[src/hw/rtl/scs1_pkg.sv]
package scs1_pkg;

	typedef struct packed {
		logic e0;
		logic scroll;
		logic num;
		logic caps;
		logic alt;
		logic ctrl;
		logic shift;
	} flags_t;

	localparam logic [7:0] SC_PREFIX    = 8'hE0;
	localparam logic [7:0] SC_BREAK_BIT = 8'h80;
	localparam logic [7:0] SC_LOW_MASK  = 8'h7F;

	localparam logic [7:0] SC_CTRL_MAKE   = 8'h1D;
	localparam logic [7:0] SC_CTRL_EXT    = 8'h9D;
	localparam logic [7:0] SC_LSHIFT      = 8'h2A;
	localparam logic [7:0] SC_RSHIFT      = 8'h36;
	localparam logic [7:0] SC_ALT_MAKE    = 8'h38;
	localparam logic [7:0] SC_ALT_EXT     = 8'hB8;
	localparam logic [7:0] SC_CAPS_LOCK   = 8'h3A;
	localparam logic [7:0] SC_NUM_LOCK    = 8'h45;
	localparam logic [7:0] SC_SCROLL_LOCK = 8'h46;

	localparam logic [7:0] SC_KP_ENTER  = 8'h9C;
	localparam logic [7:0] SC_KP_DIVIDE = 8'hB5;
	localparam logic [7:0] SC_HOME      = 8'hC7;
	localparam logic [7:0] SC_END       = 8'hCF;
	localparam logic [7:0] SC_UP        = 8'hC8;
	localparam logic [7:0] SC_DOWN      = 8'hD0;
	localparam logic [7:0] SC_LEFT      = 8'hCB;
	localparam logic [7:0] SC_RIGHT     = 8'hCD;
	localparam logic [7:0] SC_PGUP      = 8'hC9;
	localparam logic [7:0] SC_PGDN      = 8'hD1;
	localparam logic [7:0] SC_INS       = 8'hD2;
	localparam logic [7:0] SC_DEL       = 8'hD3;

	localparam logic [7:0] KEY_NONE      = 8'h00;
	localparam logic [7:0] KEY_ENTER     = 8'h0A;
	localparam logic [7:0] KEY_SLASH     = 8'h2F;
	localparam logic [7:0] NAV_HOME      = 8'hE0;
	localparam logic [7:0] KEY_END       = 8'hE1;
	localparam logic [7:0] KEY_UP        = 8'hE2;
	localparam logic [7:0] KEY_DOWN      = 8'hE3;
	localparam logic [7:0] KEY_LEFT      = 8'hE4;
	localparam logic [7:0] KEY_RIGHT     = 8'hE5;
	localparam logic [7:0] NAV_PAGE_UP   = 8'hE6;
	localparam logic [7:0] NAV_PAGE_DOWN = 8'hE7;
	localparam logic [7:0] KEY_INS       = 8'hE8;
	localparam logic [7:0] KEY_DEL       = 8'hE9;

	localparam logic [7:0] CASE_FLIP = 8'h20;

	localparam logic [7:0] MAIN_ROM_END = 8'h58;
	localparam logic [7:0] CTRL_ROM_END = 8'h38;

	localparam logic [7:0] PLAIN_ROM [0:87] = '{
		8'h00, 8'h1B, 8'h31, 8'h32, 8'h33, 8'h34, 8'h35, 8'h36,
		8'h37, 8'h38, 8'h39, 8'h30, 8'h2D, 8'h3D, 8'h08, 8'h09,
		8'h71, 8'h77, 8'h65, 8'h72, 8'h74, 8'h79, 8'h75, 8'h69,
		8'h6F, 8'h70, 8'h5B, 8'h5D, 8'h0A, 8'h00, 8'h61, 8'h73,
		8'h64, 8'h66, 8'h67, 8'h68, 8'h6A, 8'h6B, 8'h6C, 8'h3B,
		8'h27, 8'h60, 8'h00, 8'h5C, 8'h7A, 8'h78, 8'h63, 8'h76,
		8'h62, 8'h6E, 8'h6D, 8'h2C, 8'h2E, 8'h2F, 8'h00, 8'h2A,
		8'h00, 8'h20, 8'h00, 8'h00, 8'h00, 8'h00, 8'h00, 8'h00,
		8'h00, 8'h00, 8'h00, 8'h00, 8'h00, 8'h00, 8'h00, 8'h37,
		8'h38, 8'h39, 8'h2D, 8'h34, 8'h35, 8'h36, 8'h2B, 8'h31,
		8'h32, 8'h33, 8'h30, 8'h2E, 8'h00, 8'h00, 8'h00, 8'h00
	};

	localparam logic [7:0] SHIFT_ROM [0:87] = '{
		8'h00, 8'h1B, 8'h21, 8'h40, 8'h23, 8'h24, 8'h25, 8'h5E,
		8'h26, 8'h2A, 8'h28, 8'h29, 8'h5F, 8'h2B, 8'h08, 8'h09,
		8'h51, 8'h57, 8'h45, 8'h52, 8'h54, 8'h59, 8'h55, 8'h49,
		8'h4F, 8'h50, 8'h7B, 8'h7D, 8'h0A, 8'h00, 8'h41, 8'h53,
		8'h44, 8'h46, 8'h47, 8'h48, 8'h4A, 8'h4B, 8'h4C, 8'h3A,
		8'h22, 8'h7E, 8'h00, 8'h7C, 8'h5A, 8'h58, 8'h43, 8'h56,
		8'h42, 8'h4E, 8'h4D, 8'h3C, 8'h3E, 8'h3F, 8'h00, 8'h2A,
		8'h00, 8'h20, 8'h00, 8'h00, 8'h00, 8'h00, 8'h00, 8'h00,
		8'h00, 8'h00, 8'h00, 8'h00, 8'h00, 8'h00, 8'h00, 8'h37,
		8'h38, 8'h39, 8'h2D, 8'h34, 8'h35, 8'h36, 8'h2B, 8'h31,
		8'h32, 8'h33, 8'h30, 8'h2E, 8'h00, 8'h00, 8'h00, 8'h00
	};

	localparam logic [7:0] CTRL_ROM [0:55] = '{
		8'h00, 8'h00, 8'h00, 8'h00, 8'h00, 8'h00, 8'h00, 8'h00,
		8'h00, 8'h00, 8'h00, 8'h00, 8'h00, 8'h00, 8'h00, 8'h00,
		8'h11, 8'h17, 8'h05, 8'h12, 8'h14, 8'h19, 8'h15, 8'h09,
		8'h0F, 8'h10, 8'h00, 8'h00, 8'h0D, 8'h00, 8'h01, 8'h13,
		8'h04, 8'h06, 8'h07, 8'h08, 8'h0A, 8'h0B, 8'h0C, 8'h00,
		8'h00, 8'h00, 8'h00, 8'h1C, 8'h1A, 8'h18, 8'h03, 8'h16,
		8'h02, 8'h0E, 8'h0D, 8'h00, 8'h00, 8'hEF, 8'h00, 8'h00
	};

	function automatic flags_t hold_mask(input logic [7:0] code);
		flags_t m;
		m = '0;
		case (code)
			SC_CTRL_MAKE, SC_CTRL_EXT: m.ctrl = 1'b1;
			SC_LSHIFT, SC_RSHIFT: m.shift = 1'b1;
			SC_ALT_MAKE, SC_ALT_EXT: m.alt = 1'b1;
			default: m = '0;
		endcase
		return m;
	endfunction

	function automatic flags_t lock_mask(input logic [7:0] code);
		flags_t m;
		m = '0;
		case (code)
			SC_CAPS_LOCK: m.caps = 1'b1;
			SC_NUM_LOCK: m.num = 1'b1;
			SC_SCROLL_LOCK: m.scroll = 1'b1;
			default: m = '0;
		endcase
		return m;
	endfunction

	function automatic logic [7:0] lookup_char(input logic [7:0] code, input logic ctrl,
			input logic shift);
		logic [7:0] c;
		case (code)
			SC_KP_ENTER: c = KEY_ENTER;
			SC_KP_DIVIDE: c = KEY_SLASH;
			SC_HOME: c = NAV_HOME;
			SC_END: c = KEY_END;
			SC_UP: c = KEY_UP;
			SC_DOWN: c = KEY_DOWN;
			SC_LEFT: c = KEY_LEFT;
			SC_RIGHT: c = KEY_RIGHT;
			SC_PGUP: c = NAV_PAGE_UP;
			SC_PGDN: c = NAV_PAGE_DOWN;
			SC_INS: c = KEY_INS;
			SC_DEL: c = KEY_DEL;
			default: begin
				if (ctrl) begin
					c = (code < CTRL_ROM_END) ? CTRL_ROM[code[5:0]] : KEY_NONE;
				end else if (shift) begin
					c = (code < MAIN_ROM_END) ? SHIFT_ROM[code[6:0]] : KEY_NONE;
				end else begin
					c = (code < MAIN_ROM_END) ? PLAIN_ROM[code[6:0]] : KEY_NONE;
				end
			end
		endcase
		return c;
	endfunction

endpackage

[src/hw/rtl/scs1_decode.sv]
module scs1_decode
	import scs1_pkg::*;
(
	input  logic [7:0] scan_byte,
	input  flags_t     flags,
	output flags_t     next_flags,
	output logic [7:0] char_code
);

	logic [7:0] code;
	logic [7:0] raw_char;
	flags_t     made;

	always_comb begin
		made = flags;
		made.e0 = 1'b0;
		code = flags.e0 ? (scan_byte | SC_BREAK_BIT) : scan_byte;
		made = made | hold_mask(code);
		made = made ^ lock_mask(code);
		raw_char = lookup_char(code, made.ctrl, made.shift);

		if (scan_byte == SC_PREFIX) begin
			next_flags = flags;
			next_flags.e0 = 1'b1;
			char_code = KEY_NONE;
		end else if ((scan_byte & SC_BREAK_BIT) != 8'h00) begin
			code = flags.e0 ? scan_byte : (scan_byte & SC_LOW_MASK);
			next_flags = flags & ~hold_mask(code);
			next_flags.e0 = 1'b0;
			char_code = KEY_NONE;
		end else begin
			next_flags = made;
			char_code = raw_char;
			// Caps lock swaps the case of letters only.
			if (made.caps && (((raw_char >= 8'h61) && (raw_char <= 8'h7A)) ||
					((raw_char >= 8'h41) && (raw_char <= 8'h5A)))) begin
				char_code = raw_char ^ CASE_FLIP;
			end
		end
	end

endmodule

[src/hw/rtl/scancode_set1_to_ascii.sv]
// Channel  Direction  Handshake               Payload
// scan     in         scan_valid/scan_stall   scan_byte[7:0]
// char     out        char_valid/char_stall   char_code[7:0]
//
// One word is accepted per cycle while scan_stall is low, and every word gives exactly one char word.
// Each word passes through an input register, then the result register.
// The modifier flag register feeds back through the decoder, and that loop sets the rate.
// Reset (arst_n low, asynchronous) clears the flags and both valid bits.
// A stalled result holds while one more word waits in the input register.
module scancode_set1_to_ascii
	import scs1_pkg::*;
(
	input  logic       clk,
	input  logic       arst_n,
	input  logic       scan_valid,
	output logic       scan_stall,
	input  logic [7:0] scan_byte,
	output logic       char_valid,
	input  logic       char_stall,
	output logic [7:0] char_code
);

	logic       valid_s1;
	logic [7:0] scan_byte_s1;
	flags_t     flags_q;
	flags_t     next_flags;
	logic [7:0] dec_char;
	logic       char_valid_q;
	logic [7:0] char_code_q;
	logic       advance;

	assign advance    = valid_s1 && (!char_valid_q || !char_stall);
	assign scan_stall = valid_s1 && !advance;
	assign char_valid = char_valid_q;
	assign char_code  = char_code_q;

	scs1_decode u_decode (
		.scan_byte  (scan_byte_s1),
		.flags      (flags_q),
		.next_flags (next_flags),
		.char_code  (dec_char)
	);

	always_ff @(posedge clk or negedge arst_n) begin
		if (!arst_n) begin
			valid_s1 <= 1'b0;
		end else if (!scan_stall) begin
			valid_s1 <= scan_valid;
		end
	end

	always_ff @(posedge clk) begin
		if (!scan_stall) begin
			scan_byte_s1 <= scan_byte;
		end
	end

	always_ff @(posedge clk or negedge arst_n) begin
		if (!arst_n) begin
			flags_q <= '0;
			char_valid_q <= 1'b0;
		end else if (advance) begin
			flags_q <= next_flags;
			char_valid_q <= 1'b1;
		end else if (!char_stall) begin
			char_valid_q <= 1'b0;
		end
	end

	always_ff @(posedge clk) begin
		if (advance) begin
			char_code_q <= dec_char;
		end
	end

	a_prefix_gives_zero: assert property (@(posedge clk) disable iff (!arst_n)
		(advance && (scan_byte_s1 == SC_PREFIX)) |=> (char_valid && (char_code == KEY_NONE)
			&& flags_q.e0))
		else $error("prefix word did not give a zero char word");

	a_break_clears_prefix: assert property (@(posedge clk) disable iff (!arst_n)
		(advance && scan_byte_s1[7] && (scan_byte_s1 != SC_PREFIX)) |=>
			(!flags_q.e0 && (char_code == KEY_NONE)))
		else $error("break word left prefix set or gave a char");

	a_flags_hold_when_idle: assert property (@(posedge clk) disable iff (!arst_n)
		!advance |=> $stable(flags_q))
		else $error("flags changed without a word moving through");

	a_stall_only_when_full: assert property (@(posedge clk) disable iff (!arst_n)
		scan_stall |-> (valid_s1 && char_valid && char_stall))
		else $error("input stalled while result path was free");

endmodule

[config.mk]
export PLATFORM = sky130hd
export DESIGN_NAME = scancode_set1_to_ascii
export DESIGN_NICKNAME = d
export VERILOG_FILES = /design/src/hw/rtl/scs1_pkg.sv /design/src/hw/rtl/scs1_decode.sv /design/src/hw/rtl/scancode_set1_to_ascii.sv
export SDC_FILE = /design/constraint.sdc
export NUM_CORES = 1
export LEC_CHECK = 0
export BUFFER_PORTS_ARGS = -buffer_cell sky130_fd_sc_hd__buf_2
export CAP_MARGIN = 30
export CORE_AREA = 2 2 87 131
export CTS_CLUSTER_SIZE = 40
export DETAILED_ROUTE_END_ITERATION = 6
export DIE_AREA = 0 0 89 133
export PLACE_DENSITY = 0.52
export SLEW_MARGIN = 10
export SYNTH_ARGS = -nofsm -noshare
export SYNTH_HDL_FRONTEND = slang
export SYNTH_HIERARCHICAL = 1
export SYNTH_SLANG_ARGS = --single-unit
[constraint.sdc]
create_clock -name clk -period 6.2 [get_ports clk]
set_input_delay 1.24 -clock clk [delete_from_list [all_inputs] [get_ports clk]]
set_output_delay 1.24 -clock clk [all_outputs]
set_load 0.01 [all_outputs]
Yosys cells after proc, flatten, opt, wreduce, memory -nomap -nowiden
Memory sizes are Yosys's and may differ from the RTL's.
Cells that the tools add are included.
{ "totals": {"mem_bits_ro": 2560, "mem_count": 3, "register_bits": 25, "in_bits": 12} }
{ "classes": {"muxes": 36, "reduce_logical": 18, "eq_ne": 29, "bitwise": 8, "n_lt_le_gt_ge": 8} }
{ "mem_list": {"columns": ["name", "words", "word_bits", "rd", "rd_ports_with_merged_regs", "write_ports", "line_no", "text"], "rows": [
  ["(no name shown)", 128, 8, 1, 0, 0, "scs1_pkg.sv:141", "c = (code < MAIN_ROM_END) ? SHIFT_ROM[code[6:0]] : KEY_NONE;"],
  ["(no name shown)", 128, 8, 1, 0, 0, "scs1_pkg.sv:143", "c = (code < MAIN_ROM_END) ? PLAIN_ROM[code[6:0]] : KEY_NONE;"],
  ["(no name shown)", 64, 8, 1, 0, 0, "scs1_pkg.sv:139", "c = (code < CTRL_ROM_END) ? CTRL_ROM[code[5:0]] : KEY_NONE;"]
]} }
{ "ops": {"columns": ["operator", "n"], "rows": [
  ["$eq A8 B8 Y1 const B", 17],
  ["$mux W8", 13],
  ["$pmux W8 S12", 1],
  ["$eq A8 B6 Y1 const B", 7],
  ["$mux W1", 17],
  ["$eq A8 B5 Y1 const B", 2],
  ["$eq A8 B7 Y1 const B", 2],
  ["$ge A8 B7 Y1 const B", 2],
  ["$le A8 B7 Y1 const B", 2],
  ["$mux W7", 2],
  ["$reduce_or A2 Y1", 7],
  ["$ge A8 B8 Y1 const B", 1],
  ["$lt A8 B6 Y1 const B", 1],
  ["$lt A8 B7 Y1 const B", 1],
  ["$not A7 Y8", 1],
  ["$ge A7 B7 Y1 const B", 1],
  ["$not A6 Y7", 1],
  ["$xor A7 B6 Y7", 1],
  ["$and A6 B6 Y6", 1],
  ["$mux W3", 2],
  ["$mux W6", 1],
  ["$not A6 Y6", 1],
  ["$or A6 B3 Y6", 1],
  ["$logic_and A1 B1 Y1", 5],
  ["other kinds (5)", 9]
]} }

Depth between registers and ports, before layout
{ "depth": {"ltp_word": 14, "mapped_depth": 14} }

By module
Netlist, hierarchy kept.
{ "by_module_without_submodules": {"columns": ["module", "area_each_um2", "seq_area_each_um2", "cells_per_inst", "n_inst"], "rows": [
  ["scs1_decode", 2328.5, 0.0, 360, 1],
  ["scancode_set1_to_ascii", 827.0, 705.7, 37, 1]
]} }

Least setup slack after synthesis
Ideal clock, no wire load.
{ "synth_timing": {"path_type": "register to register", "startpoint": "register scan_byte_s1[1]", "endpoint": "register char_code_q[5] (netlist: char_code[5]) (data pin)", "stages_incl_launch_ff": 14, "setup_ps": 268, "synth_period_minus_slack_ps": 3390, "t_arrival_ps": 3122, "n_path_buf": 2, "slack_ps": 2810, "path_cell_list": "edfxtp_1 -> clkbuf_1 -> inv_1 -> ha_1 -> clkbuf_1 -> nand2_1 -> o21a_1 -> o221ai_1 -> nand4_1 -> a2111oi_1 -> o211ai_1 -> a211oi_1 -> o21a_1 -> nor3_2"} }
{ "synth_between": {"elab_chain_len": 14, "elab_cells_between_ends": 56, "classes_between": "6 x order compare; 18 x eq/ne; 17 x mux; 5 x bitwise; 7 x reduce/logical; 3 x memory"} }
{ "synth_lines": {"columns": ["item", "line_no", "text"], "rows": [
  ["from (decl)", "scancode_set1_to_ascii.sv:24", "logic [7:0] scan_byte_s1;"],
  ["from (signal assigned)", "scancode_set1_to_ascii.sv:54", "scan_byte_s1 <= scan_byte;"],
  ["$mux W8", "scs1_decode.sv:17", "code = flags.e0 ? (scan_byte | SC_BREAK_BIT) : scan_byte;"],
  ["$not A7 Y8 (not written as such) / $eq A8 B6 Y1 (equally long branches)", "scs1_pkg.sv:141, scs1_pkg.sv:143, scs1_pkg.sv:100", null],
  ["$mem_v2 Z128 W8, or another cell as far along", null, null],
  ["$mux W8 (not written as such), or another cell as far along (2 in a row)", "scs1_pkg.sv:143", null],
  ["$mux W8, or another cell as far along", "scs1_pkg.sv:143", null],
  ["$mux W8", "scs1_pkg.sv:140", "end else if (shift) begin"],
  ["$mux W8", "scs1_pkg.sv:138", "if (ctrl) begin"],
  ["$pmux W8 S12", "scs1_pkg.sv:124", "case (code)"],
  ["$ge A8 B7 Y1, or another cell as far along", "scs1_decode.sv:35", "if (made.caps && (((raw_char >= 8'h61) && (raw_char <= 8'h7A)) ||"],
  ["$logic_and A1 B1 Y1, on equally long branches", "scs1_decode.sv:35, scs1_decode.sv:36", null],
  ["$logic_or A1 B1 Y1", "scs1_decode.sv:35", null],
  ["$logic_and A1 B1 Y1", "scs1_decode.sv:35", null],
  ["$mux W6", "scs1_decode.sv:35", null],
  ["to (signal assigned)", "scancode_set1_to_ascii.sv:72", "char_code_q <= dec_char;"],
  ["to (decl)", "scancode_set1_to_ascii.sv:29", "logic [7:0] char_code_q;"]
]} }
Parallel ways exist; a longest one is shown, timed or not. The select of a mux whose other input is x is not followed.
A chain may end at the register's enable or synchronous reset.

Final worst setup path
Ends and elaborated chain as after synthesis.

==> impl_results.md <==
* Drt initial violations at 573
* Total Negative Setup Slacks at 0 ns
* Seq pwr share at 30.0%
* Setup Skew at 0.00998 ns
* Fin nets at 404
* Gr usage total at 18.7%
* CTS resizes at 0
* Final WS setup at 1.94 ns
* Leakage at 1.20 nW
* Global route total overflow at 0
* Initial antenna violation count at 0
* Post-Syn Nets at 407
* Crit-path max cell delay at 0.79 ns
* # setup viols final at 0
* Synth Area per Inst at 7.83 um2
* Most frequent cells in the layout: nor2_1 (31), o21ai_0 (30), nand2_1 (29), a21oi_1 (29), nand2b_1 (23)
* Detailed Routing Iterations Pass 1 at 6
* Vias in the first global route at 3123
* # hold bufs at CTS at 0
* DR vias at 3240
* WS Path Type: register to register
* Die width at 89 um
* Clock Tree Root: clkbuf_16
* Worst slew pin tran at 0.784 ns
* CORE AREA at 10800 um2
* Commonest non-fill, non-tap cell in the layout: nor2_1
* Cells after synthesis at 383
* Die area at 11800 um2
* Die height at 133 um
* Hold WC Path Type: register to register
* CP Max Fanout at 20
* Largest net degree at the start of global routing at 71
* Rows at 47
* Post-DP HPWL at 8050 um
* Achievable Freq at 235 MHz
* Synthesized area at 3000 um2
* Relative slew slack at 47.7%
* Yosys Warn Count at 6
* CP arrival at 4.25 ns
* Pre-CTS worst setup slack at 2.12 ns
* Period minus WS final at 4.26 ns
* ANT cells at 0
* Longest Clk Path Bufs at 2
* CP Capture Type: register
* Worst-path cell chain: inv_1 > ha_1 > nand2_1 > o21a_1 > o221ai_1 > nand4_1 > a2111oi_1 > o211ai_1 > a211oi_1 > o21a_1 > nor3_2
* Fin. Hold Viols at 0
* Area delta synth->final at 7.18%
* Slew Viols, Final at 0
* Power Density at 212 nW/um2
* Hold WS at 0.493 ns
* Routability cong. at 0.954
* IO Pins at 22
* Switching fraction of total power at 39.1%
* RSZ-0062 raised after global routing: false
* Clock power share at 26.6%
* Status: finished, final reports clean
* Worst-Skew Late Latency at 0.26 ns
* Worst EP required at 6.19 ns
* DR WL/cell at 20.6 um
* Clk slew on worst S/H paths at 0.07 ns
* Port buffer count at 21
* Max_cap viols at 0
* CP max stage cell: edfxtp_1
* Cell mode on critical path: o21a_1
* Psw at 0.000266 W
* CTS tree: done
* Period utilisation layout at 68.7%
* CP startpoint kind: register
* Share of cells above drive strength 1 at 14.8%
* DRC violations left at 0
* Wirelength, routed at 10800 um
* Global-route wire length before repair at 17000 um
* H-tree depth at 1
* Initial Util at 27.7%
* Antenna-violating nets left at 0
* Internal at 0.000416 W
* CTS buffer count at 3
* Logic pwr share at 43.4%
* Number of setup buffers added after CTS at 0
* Sink Count at 22
* Via density per instance at 6.16
* Worst vdd ir at 0.0000842 V
-- final cells by class --
class                           instances  area, um2
Clock buffer                            3       75.1
Tap cell                              147        184
Multi-Input combinational cell        314       2100
Clock inverter                          1       30.0
Sequential cell                        22        631
Timing Repair Buffer                   26        143
Inverter                               13       48.8
Fill cell                            1180       7610
-- per-layer routing --
layer  global-route usage [%]  up-vias  routed length (um)
met3                     1.93       72                 768
met1                     21.1     1503                3710
li1                         -     1442                   -
met2                     30.1      223                5160
met4                     16.3        0                1180
met5                        0        -                   0
-- metrics by stage --
stage | instance area (um2) | instances | power [W] | util, %
after floorplan | 3000 | 383 | 0.000420 | -
after CTS | 3210 | 526 | 0.000677 | 29.7
after detailed placement | 3110 | 522 | 0.000492 | 28.7
after global placement | 3110 | 522 | 0.000496 | 28.7
final | 3210 | 526 | 0.000682 | 29.7
after global routing | 3210 | 526 | 0.000717 | 29.7
-- sequential cells by signal, indices dropped and copies added, names as in the netlist --
register / cells
char_valid: 1
scan_byte_s1: 8
flags_q: 4
char_code: 8
valid_s1: 1
-- worst max-delay path: cells and delay by family, from the launching register on --
family                   cells  cell delay (ns)
AO/OA/AOI/OAI                6             1.83
buffers and inverters        1             0.30
flip-flops                   1             0.79
AND/OR/NAND/NOR              3             0.48
adder cells (fa/ha/maj)      1             0.57
-- final timing paths --
| check | slack (ns) | cells past startpoint | end | start |
|---|---|---|---|---|
| worst min-delay path | 0.49 | 1 | char_valid$_DFFE_PN0P_ | valid_s1$_DFFE_PN0N_ |
| worst min register to register | 0.49 | 1 | char_valid$_DFFE_PN0P_ | valid_s1$_DFFE_PN0N_ |
| min in group asynchronous | 0.79 | 1 | valid_s1$_DFFE_PN0N_ | arst_n |
| max in group asynchronous | 5.26 | 1 | flags_q[3]$_DFFE_PN0P_ | arst_n |
| worst max-delay path | 1.94 | 11 | char_code[5]$_DFFE_PP_ | scan_byte_s1[1]$_DFFE_PN_ |
| worst max register to register | 1.94 | 11 | char_code[5]$_DFFE_PP_ | scan_byte_s1[1]$_DFFE_PN_ |
-- power groups by stage --
| stage | logic [W] | registers (W) | clock network, W |
|---|---|---|---|
| finish | 0.000296 | 0.000205 | 0.000181 |
| global route | 0.000320 | 0.000208 | 0.000190 |
| CTS | 0.000286 | 0.000204 | 0.000187 |
| detailed placement | 0.000285 | 0.000207 | 0 |
| global placement | 0.000289 | 0.000207 | 0 |
| floorplan | 0.000221 | 0.000199 | 0 |
(Power assumes the default switching activity.)
